$ cat src/hw/rtl/ole_pkg.sv
package ole_pkg;

    localparam int CAPACITY_DEF  = 16;
    localparam int WORD_BITS_DEF = 32;

    // opcodes
    localparam logic [1:0] OP_INSERT = 2'd0;
    localparam logic [1:0] OP_REMOVE = 2'd1;
    localparam logic [1:0] OP_MODIFY = 2'd2;
    localparam logic [1:0] OP_SEARCH = 2'd3;

    // status codes
    localparam logic [1:0] ST_OK    = 2'd0;
    localparam logic [1:0] ST_RANGE = 2'd1;
    localparam logic [1:0] ST_FULL  = 2'd2;

    // shift command broadcast to every cell at the accepting edge
    typedef struct packed {
        logic ins;
        logic rem;
    } t_ole_shift;

    // flags of the probe that walks down the chain
    typedef struct packed {
        logic valid;
        logic srch;
        logic mod;
        logic hit;
    } t_ole_flags;

endpackage

$ cat src/hw/rtl/ole_req_if.sv
interface ole_req_if;
    logic               valid;
    logic               ready;
    logic        [1:0]  opcode;
    logic        [3:0]  position;
    logic signed [31:0] data_value;

    modport source (output valid, output opcode, output position, output data_value,
                    input ready);
    modport sink   (input valid, input opcode, input position, input data_value,
                    output ready);
endinterface

$ cat src/hw/rtl/ole_rsp_if.sv
interface ole_rsp_if;
    logic               valid;
    logic               ready;
    logic        [1:0]  status;
    logic signed [31:0] old_word;
    logic               found;
    logic        [3:0]  found_position;
    logic        [4:0]  list_count;

    modport source (output valid, output status, output old_word, output found,
                    output found_position, output list_count, input ready);
    modport sink   (input valid, input status, input old_word, input found,
                    input found_position, input list_count, output ready);
endinterface

$ cat src/hw/rtl/ole_cell.sv
module ole_cell #(
    parameter int WORD_BITS = 32,
    parameter int IW        = 4,
    parameter int PW        = 5,
    parameter int INDEX     = 0
) (
    input  logic                  i_clk,
    input  logic                  i_rst_n,
    input  logic                  i_adv,
    input  ole_pkg::t_ole_shift   i_shift,
    input  logic [PW-1:0]         i_pos,
    input  logic [PW-1:0]         i_count,
    input  logic [WORD_BITS-1:0]  i_data,
    input  logic [WORD_BITS-1:0]  i_left_word,
    input  logic [WORD_BITS-1:0]  i_right_word,
    output logic [WORD_BITS-1:0]  o_word,
    input  ole_pkg::t_ole_flags   i_flags,
    input  logic [WORD_BITS-1:0]  i_key,
    input  logic [IW-1:0]         i_where,
    input  logic [WORD_BITS-1:0]  i_old,
    output ole_pkg::t_ole_flags   o_flags,
    output logic [WORD_BITS-1:0]  o_key,
    output logic [IW-1:0]         o_where,
    output logic [WORD_BITS-1:0]  o_old
);
    import ole_pkg::*;

    localparam logic [PW-1:0] IDX   = PW'(INDEX);
    localparam logic [PW-1:0] IDX_1 = PW'(INDEX + 1);

    logic [WORD_BITS-1:0] r_word, n_word;
    t_ole_flags           r_flags, n_flags;
    logic [WORD_BITS-1:0] r_key;
    logic [IW-1:0]        r_where, n_where;
    logic [WORD_BITS-1:0] r_old, n_old;
    logic                 at_pos;

    assign at_pos = (IDX == i_pos);

    always_comb begin
        n_word = r_word;
        if (i_shift.ins) begin
            if (at_pos) begin
                n_word = i_data;
            end else if (IDX > i_pos && IDX <= i_count) begin
                n_word = i_left_word;
            end
        end else if (i_shift.rem) begin
            if (IDX >= i_pos && IDX_1 < i_count) begin
                n_word = i_right_word;
            end
        end else if (i_adv && i_flags.valid && i_flags.mod && at_pos) begin
            n_word = i_key;
        end
    end

    always_comb begin
        n_flags = i_flags;
        n_where = i_where;
        n_old   = i_old;
        if (i_flags.srch && !i_flags.hit && IDX < i_count && r_word == i_key) begin
            n_flags.hit = 1'b1;
            n_where     = IW'(INDEX);
        end
        if (i_flags.mod && at_pos) begin
            n_old = r_word;
        end
    end

    always_ff @(posedge i_clk) begin
        r_word <= n_word;
        if (!i_rst_n) begin
            r_flags <= '0;
        end else if (i_adv) begin
            r_flags <= n_flags;
        end
        if (i_adv) begin
            r_key   <= i_key;
            r_where <= n_where;
            r_old   <= n_old;
        end
    end

    assign o_word  = r_word;
    assign o_flags = r_flags;
    assign o_key   = r_key;
    assign o_where = r_where;
    assign o_old   = r_old;

endmodule

$ cat src/hw/rtl/ordered_list_engine_core.sv
// positional list engine: a chain of CAPACITY cells, one list entry per cell
// i_req carries opcode, position and data_value; o_rsp returns one result per
// request transfer: status, old_word, found, found_position, list_count
// insert and remove shift every cell in parallel at the accepting edge;
// modify and search travel as a probe from cell 0 to the last cell, one cell
// per cycle while the chain is not frozen, so the probe walk sets the timing
// the result is registered into o_rsp when the probe leaves the last cell;
// no new request is taken while a probe is still in the chain;
// the next request is taken in the cycle the probe leaves the last cell
// i_rst_n (synchronous, active low) empties the list and drops any request in
// flight; list contents are not cleared, only positions below the count are read
// o_rsp has an output register, so a new request is taken while a result waits;
// if that result is still not taken when the next probe reaches the last cell,
// the chain freezes until the receiver takes it
module ordered_list_engine_core #(
    parameter int CAPACITY  = ole_pkg::CAPACITY_DEF,
    parameter int WORD_BITS = ole_pkg::WORD_BITS_DEF
) (
    input  logic      i_clk,
    input  logic      i_rst_n,
    ole_req_if.sink   i_req,
    ole_rsp_if.source o_rsp
);
    import ole_pkg::*;

    localparam int IW = $clog2(CAPACITY);
    localparam int CW = $clog2(CAPACITY + 1);
    localparam int PW = (CW > 4) ? CW : 4;

    // control state
    logic                 r_busy;
    logic [CW-1:0]        r_count, n_count;
    logic [PW-1:0]        r_pos;
    logic [1:0]           r_status, n_status;

    // output register
    logic                 r_out_valid;
    logic [1:0]           r_o_status;
    logic [31:0]          r_o_old;
    logic                 r_o_found;
    logic [3:0]           r_o_fpos;
    logic [4:0]           r_o_count;

    logic                 accept;
    logic                 adv;
    logic                 last_done;
    logic [PW-1:0]        pos_in;
    logic [PW-1:0]        pos_bc;
    logic [PW-1:0]        cnt_x;
    t_ole_shift           shift;
    t_ole_flags           inj_flags;
    logic [WORD_BITS+31:0] data_ext;
    logic [WORD_BITS-1:0] key;

    // chain wiring, words padded with zero at both ends
    logic [WORD_BITS-1:0] w_word  [0:CAPACITY+1];
    t_ole_flags           w_flags [0:CAPACITY];
    logic [WORD_BITS-1:0] w_key   [0:CAPACITY];
    logic [IW-1:0]        w_where [0:CAPACITY];
    logic [WORD_BITS-1:0] w_old   [0:CAPACITY];

    logic [WORD_BITS+31:0] old_ext;
    logic [IW+3:0]         where_ext;
    logic [CW+4:0]         count_ext;

    // stored word is the low WORD_BITS of the request data
    assign data_ext = {{WORD_BITS{1'b0}}, i_req.data_value};
    assign key      = data_ext[WORD_BITS-1:0];

    assign last_done = w_flags[CAPACITY].valid;
    // freeze only when a finished probe meets an untaken result
    assign adv       = !(last_done && r_out_valid && !o_rsp.ready);
    assign i_req.ready = !r_busy || (last_done && adv);
    assign accept    = i_req.valid && i_req.ready;

    assign pos_in = PW'(i_req.position);
    assign cnt_x  = PW'(r_count);
    // modify position is live at the accepting edge and held afterwards
    assign pos_bc = accept ? pos_in : r_pos;

    // decode at the accepting edge
    always_comb begin
        shift     = '0;
        inj_flags = '0;
        n_status  = ST_OK;
        n_count   = r_count;
        if (accept) begin
            inj_flags.valid = 1'b1;
            unique case (i_req.opcode)
                OP_INSERT: begin
                    if (pos_in > cnt_x) begin
                        n_status = ST_RANGE;
                    end else if (r_count == CW'(CAPACITY)) begin
                        n_status = ST_FULL;
                    end else begin
                        shift.ins = 1'b1;
                        n_count   = r_count + CW'(1);
                    end
                end
                OP_REMOVE: begin
                    if (pos_in >= cnt_x) begin
                        n_status = ST_RANGE;
                    end else begin
                        shift.rem = 1'b1;
                        n_count   = r_count - CW'(1);
                    end
                end
                OP_MODIFY: begin
                    if (pos_in >= cnt_x) begin
                        n_status = ST_RANGE;
                    end else begin
                        inj_flags.mod = 1'b1;
                    end
                end
                OP_SEARCH: begin
                    inj_flags.srch = 1'b1;
                end
                default: begin
                    n_status = ST_OK;
                end
            endcase
        end
    end

    assign w_word[0]          = '0;
    assign w_word[CAPACITY+1] = '0;
    assign w_flags[0]         = inj_flags;
    assign w_key[0]           = key;
    assign w_where[0]         = '0;
    assign w_old[0]           = '0;

    for (genvar g = 0; g < CAPACITY; g++) begin : g_cell
        ole_cell #(
            .WORD_BITS (WORD_BITS),
            .IW        (IW),
            .PW        (PW),
            .INDEX     (g)
        ) u_cell (
            .i_clk        (i_clk),
            .i_rst_n      (i_rst_n),
            .i_adv        (adv),
            .i_shift      (shift),
            .i_pos        (pos_bc),
            .i_count      (cnt_x),
            .i_data       (key),
            .i_left_word  (w_word[g]),
            .i_right_word (w_word[g+2]),
            .o_word       (w_word[g+1]),
            .i_flags      (w_flags[g]),
            .i_key        (w_key[g]),
            .i_where      (w_where[g]),
            .i_old        (w_old[g]),
            .o_flags      (w_flags[g+1]),
            .o_key        (w_key[g+1]),
            .o_where      (w_where[g+1]),
            .o_old        (w_old[g+1])
        );
    end

    // fit chain results to the response field widths
    assign old_ext   = {32'b0, w_old[CAPACITY]};
    assign where_ext = {4'b0, w_where[CAPACITY]};
    assign count_ext = {5'b0, r_count};

    always_ff @(posedge i_clk) begin
        if (!i_rst_n) begin
            r_busy      <= 1'b0;
            r_count     <= '0;
            r_out_valid <= 1'b0;
        end else begin
            if (accept) begin
                r_busy <= 1'b1;
            end else if (last_done && adv) begin
                r_busy <= 1'b0;
            end
            r_count <= n_count;
            if (last_done && adv) begin
                r_out_valid <= 1'b1;
            end else if (o_rsp.ready) begin
                r_out_valid <= 1'b0;
            end
        end
        if (accept) begin
            r_pos    <= pos_in;
            r_status <= n_status;
        end
        if (last_done && adv) begin
            r_o_status <= r_status;
            r_o_old    <= old_ext[31:0];
            r_o_found  <= w_flags[CAPACITY].hit;
            r_o_fpos   <= w_flags[CAPACITY].hit ? where_ext[3:0] : 4'd0;
            r_o_count  <= count_ext[4:0];
        end
    end

    assign o_rsp.valid          = r_out_valid;
    assign o_rsp.status         = r_o_status;
    assign o_rsp.old_word       = r_o_old;
    assign o_rsp.found          = r_o_found;
    assign o_rsp.found_position = r_o_fpos;
    assign o_rsp.list_count     = r_o_count;

endmodule

$ cat src/flat_wrapper.sv
// flat-port wrapper written by rule: the top's interface ports become plain ports
module ordered_list_engine_core_flat import ole_pkg::*;
#(
    parameter int CAPACITY  = ole_pkg::CAPACITY_DEF,
    parameter int WORD_BITS = ole_pkg::WORD_BITS_DEF
)
  (i_clk, i_rst_n, i_req_valid, i_req_opcode, i_req_position, i_req_data_value, i_req_ready, o_rsp_valid, o_rsp_status, o_rsp_old_word, o_rsp_found, o_rsp_found_position, o_rsp_list_count, o_rsp_ready);
  ole_req_if i_req_i ();
  ole_rsp_if o_rsp_i ();
  input  logic i_clk;
  input  logic i_rst_n;
  input wire logic [$bits(i_req_i.valid)-1:0] i_req_valid;
  input wire logic [$bits(i_req_i.opcode)-1:0] i_req_opcode;
  input wire logic [$bits(i_req_i.position)-1:0] i_req_position;
  input wire logic [$bits(i_req_i.data_value)-1:0] i_req_data_value;
  output wire logic [$bits(i_req_i.ready)-1:0] i_req_ready;
  output wire logic [$bits(o_rsp_i.valid)-1:0] o_rsp_valid;
  output wire logic [$bits(o_rsp_i.status)-1:0] o_rsp_status;
  output wire logic [$bits(o_rsp_i.old_word)-1:0] o_rsp_old_word;
  output wire logic [$bits(o_rsp_i.found)-1:0] o_rsp_found;
  output wire logic [$bits(o_rsp_i.found_position)-1:0] o_rsp_found_position;
  output wire logic [$bits(o_rsp_i.list_count)-1:0] o_rsp_list_count;
  input wire logic [$bits(o_rsp_i.ready)-1:0] o_rsp_ready;
  assign i_req_i.valid = i_req_valid;
  assign i_req_i.opcode = i_req_opcode;
  assign i_req_i.position = i_req_position;
  assign i_req_i.data_value = i_req_data_value;
  assign i_req_ready = i_req_i.ready;
  assign o_rsp_valid = o_rsp_i.valid;
  assign o_rsp_status = o_rsp_i.status;
  assign o_rsp_old_word = o_rsp_i.old_word;
  assign o_rsp_found = o_rsp_i.found;
  assign o_rsp_found_position = o_rsp_i.found_position;
  assign o_rsp_list_count = o_rsp_i.list_count;
  assign o_rsp_i.ready = o_rsp_ready;
  ordered_list_engine_core #(.CAPACITY(CAPACITY), .WORD_BITS(WORD_BITS)) u_core (.i_clk(i_clk), .i_rst_n(i_rst_n), .i_req(i_req_i), .o_rsp(o_rsp_i));
endmodule
$ cat config.mk
export PLATFORM = sky130hd
export DESIGN_NAME = ordered_list_engine_core_flat
export DESIGN_NICKNAME = d
export VERILOG_FILES = /design/src/hw/rtl/ole_pkg.sv /design/src/hw/rtl/ole_req_if.sv /design/src/hw/rtl/ole_rsp_if.sv /design/src/hw/rtl/ole_cell.sv /design/src/hw/rtl/ordered_list_engine_core.sv /design/src/flat_wrapper.sv
export SDC_FILE = /design/constraint.sdc
export NUM_CORES = 2
export LEC_CHECK = 0
export ABC_AREA = 1
export BUFFER_PORTS_ARGS = -buffer_cell sky130_fd_sc_hd__buf_2
export CAP_MARGIN = 15
export CORE_UTILIZATION = 37
export DETAILED_ROUTE_END_ITERATION = 10
export GPL_TIMING_DRIVEN = 0
export PLACE_DENSITY = 0.59
export SYNTH_ARGS = -nofsm -noshare
export SYNTH_HDL_FRONTEND = slang
export SYNTH_SLANG_ARGS = --single-unit
$ cat constraint.sdc
create_clock -name i_clk -period 34.1 [get_ports i_clk]
set_input_delay 5.115 -clock i_clk [delete_from_list [all_inputs] [get_ports i_clk]]
set_output_delay 5.115 -clock i_clk [all_outputs]
set_load 0.05 [all_outputs]
==> results.txt <==
Crit path max fanout - 6
Final setup violation count - 0
First-pass GRT wire length - 548,000 um
Synth cell count leaders - nand2_1, edfxtp_1, inv_1, nor2_1, a21oi_1
P_leak - 37.8 nW
Top_reg_cell synth - edfxtp_1
Clk buf depth - 3
Seq/Total Area, Yosys - 62.0%
Die width - 467 um
Fmax - 0.0917 GHz
Clock Sink Count - 1,673
Worst Hold Path EP - u_core.o_rsp.old_word[21]$_DFFE_PP_
Total area of sequential cells - 0.0495 sq mm
Worst Slack Setup Final - 23.19 ns
Die footprint - 0.218 sq mm
Worst skew pair latency - 0.88 ns
Final Skew - 0.0387 ns
Vias - 69,200
Max_slew headroom - 5.53%
CTS resizes - 0
Setup_tns - 0 ns
DP HPWL - 321,000 um
IO Count - 88
Synth top area cells - edfxtp_1, nand2_1, a21oi_1, o21ai_0, inv_1
Total power divided by cell area - 54.3 mW/mm^2
DRC - 0
Crit-path cells - buf_2 -> inv_1 -> nand2_2 -> nand2_2 -> nand2_4 -> buf_2
Worst reg2reg path depth - 16
Number of vias per cell - 5.84
Vias in the first global route - 65,200
Hold crit path type - register to register
Mapped Area - 0.0799 sq mm
Post-synth EDFFs - 1,599
Hold Path Origin - u_core.g_cell[15].u_cell.o_old[21]$_DFFE_PN_
Critical path class - input port to primary output
Unrepaired setup endpoints after global routing - false
Yosys warns - 0
Syn Nets - 8,535
R2r setup slk - 28.56 ns
Area leader, netlist - edfxtp_1
Pin count of the biggest net entering global routing - 174
Footprint of the multi-input gates - 0.0252 sq mm
Launch point of the worst reg-to-reg path - u_core.cnt_x[2]$_SDFFE_PN0P_
H-tree Lvls - 4
CTS tree - yes
# nets final - 8,860
Initial Util - 37.2%
Mapped Cells - 8,479
Worst Path Arrival - 5.79 ns
GR Overflow Total - 0
Initial antenna violation count - 40
Area growth syn-to-layout - 14.9%
Critical-path top delay cell - buf_2
Core area - 0.215 sq mm
Post-layout util - 42.8%
Pre-CTS setup slack - 23.19 ns
Post-CTS Repair Setup Buffers - 0
FILL cells - 21,200
Root buffer cell - clkbuf_16
Final GP Congestion - 1.04
Critical R2R Capture - u_core.g_cell[14].u_cell.o_word[0]$_DFFE_PP_
Cts bufs inserted - 191
Max Cap Viol - 0
Buffers added on ports - 86
Hold depth - 0
Slew @ Worst Pin - 1.40 ns
Data required, critical path - 28.98 ns
Netlist cell types - 46
First-pass iteration count of the detailed router - 8
Wirelength per Cell - 34.8 um
Status - finished, final reports clean
Startpoint Class - input port
Row count - 170
Die Span Y - 467 um
1st-iter DRT viols - 10,100
Placed Area - 0.0851 sq mm
Final Cycle Share - 32.0%
Inst Count DP - 11,400
Slew Viols, Final - 0
Post-Layout Cell Count - 11,800
CTS clock-pin slew for the worst setup and hold paths - 0.06 ns
Post-Syn Area per Cell - 9.42 sq um
Slowest stage delay, CP - 0.27 ns
Share of cells above drive strength 1 - 7.49%
CTS Hold Bufs - 0
GRT Resource Usage Total - 37.1%
Synth top area share - 60.1%
Count leader, synth - nand2_1
CP Capture Type - primary output
Antenna viol nets, final - 0
Post-layout min period - 10.91 ns
Fin. Hold Viols - 0
Async S/R FF share, synth - 0%
Worst IR drop on VDD - 0.0560 mV
Final WL - 413,000 um
Design area - 0.0918 sq mm
Register bit total from synthesis - 1,673
flip-flops by register name, summed over array words and instances, names as in the netlist, 5 cells and up:
register / flops
u_core.cnt_x: 5
u_core.g_cell.u_cell.o_flags: 62
u_core.g_cell.u_cell.o_key: 480
u_core.g_cell.u_cell.o_old: 512
u_core.g_cell.u_cell.o_where: 49
u_core.g_cell.u_cell.o_word: 512
u_core.o_rsp.list_count: 5
u_core.o_rsp.old_word: 32
u_core.r_pos: 5
cell type report:
| cell class | instances | area share (%) |
|---|---|---|
| Antenna cell | 45 | 0.123 |
| Sequential cell | 1673 | 53.9 |
| Multi-Input combinational cell | 5442 | 27.4 |
| Timing Repair Buffer | 132 | 1.59 |
| Clock inverter | 118 | 1.64 |
| Inverter | 947 | 3.87 |
| Tap cell | 2838 | 3.87 |
| Buffer | 417 | 2.01 |
| Clock buffer | 237 | 5.54 |
cells in the final DEF, fill, tap and decap left out, types with 6 or more instances in the layout:
| master | instances |
|---|---|
| clkbuf_16 | 191 |
| nand2_2 | 17 |
| o211ai_1 | 41 |
| clkbuf_1 | 252 |
| xnor2_1 | 78 |
| nor2_1 | 796 |
| clkinvlp_4 | 12 |
| inv_2 | 11 |
| clkinv_2 | 27 |
| a21oi_1 | 779 |
| ha_1 | 14 |
| nand2_1 | 2066 |
| edfxtp_1 | 1599 |
| nand4_1 | 118 |
| buf_16 | 19 |
| nor4_1 | 21 |
| buf_12 | 22 |
| nand3_1 | 270 |
| buf_2 | 237 |
| bufinv_16 | 29 |
| buf_1 | 12 |
| o22ai_1 | 108 |
| xor2_1 | 102 |
| diode_2 | 45 |
| clkbuf_8 | 13 |
| nor2_4 | 16 |
| buf_8 | 6 |
| inv_1 | 936 |
| o2111ai_1 | 13 |
| o21ai_1 | 150 |
| clkbuf_2 | 30 |
| dfxtp_1 | 74 |
| clkinv_1 | 33 |
| o21ai_0 | 731 |
| nor3_1 | 72 |
routing by layer:
layer	share of wire, %	up-vias	global-route usage [%]
met5	0.024	-	0
met4	7.3	14	24.4
met3	9.9	1035	9.15
met2	46	4406	59.2
met1	37	34300	44.7
li1	-	29400	-
logic make-up (layout without fill, tap and decap cells):
family / count (synthesis) / count (layout) / share of synthesized area, %
DFF: 1673 / 1673 / 62.0
and+or+nand+nor: 3409 / 3409 / 17.2
AOI/OAI and AO/OA: 1839 / 1839 / 12.0
adders and majority gates: 14 / 14 / 0.219
buffers and inverters: 1364 / 1851 / 6.68
xor gates and xnor gates: 180 / 180 / 1.97
other: 0 / 45 / 0
report_power, final:
| part | leakage (nW) | switching (mW) | internal, mW |
|---|---|---|---|
| Sequential | 17.7 | 0.0687 | 2.30 |
| Clock | 3.18 | 0.936 | 1.28 |
| Combinational | 16.9 | 0.302 | 0.0904 |
| Total | 37.8 | 1.31 | 3.68 |
worst max-delay path, delay by kind of cell:
family | cells | cell delay [ns]
AND/OR/NAND/NOR | 3 | 0.27
buffers and inverters | 3 | 0.39
worst max-delay path by stage:
stage / from / cells past startpoint / slack, ns / endpoint
floorplan: o_rsp_ready / 8 / 1.59 / u_core.g_cell[11].u_cell.o_flags[2]$_SDFFE_PN0N_
global placement: o_rsp_ready / 9 / -12.50 / u_core.g_cell[11].u_cell.o_flags[2]$_SDFFE_PN0N_
detailed placement: o_rsp_ready / 6 / 23.19 / i_req_ready
CTS: o_rsp_ready / 6 / 23.19 / i_req_ready
global route: o_rsp_ready / 6 / 23.15 / i_req_ready
finish: o_rsp_ready / 6 / 23.19 / i_req_ready
stage by stage:
step	hold WS [ns]	power, mW
after floorplan	0.400	2.56
after global placement	0.401	2.77
after detailed placement	0.405	2.79
after CTS	0.418	4.97
after global routing	0.426	5.07
final	0.417	4.98
Power figures use the tool's default switching activity.
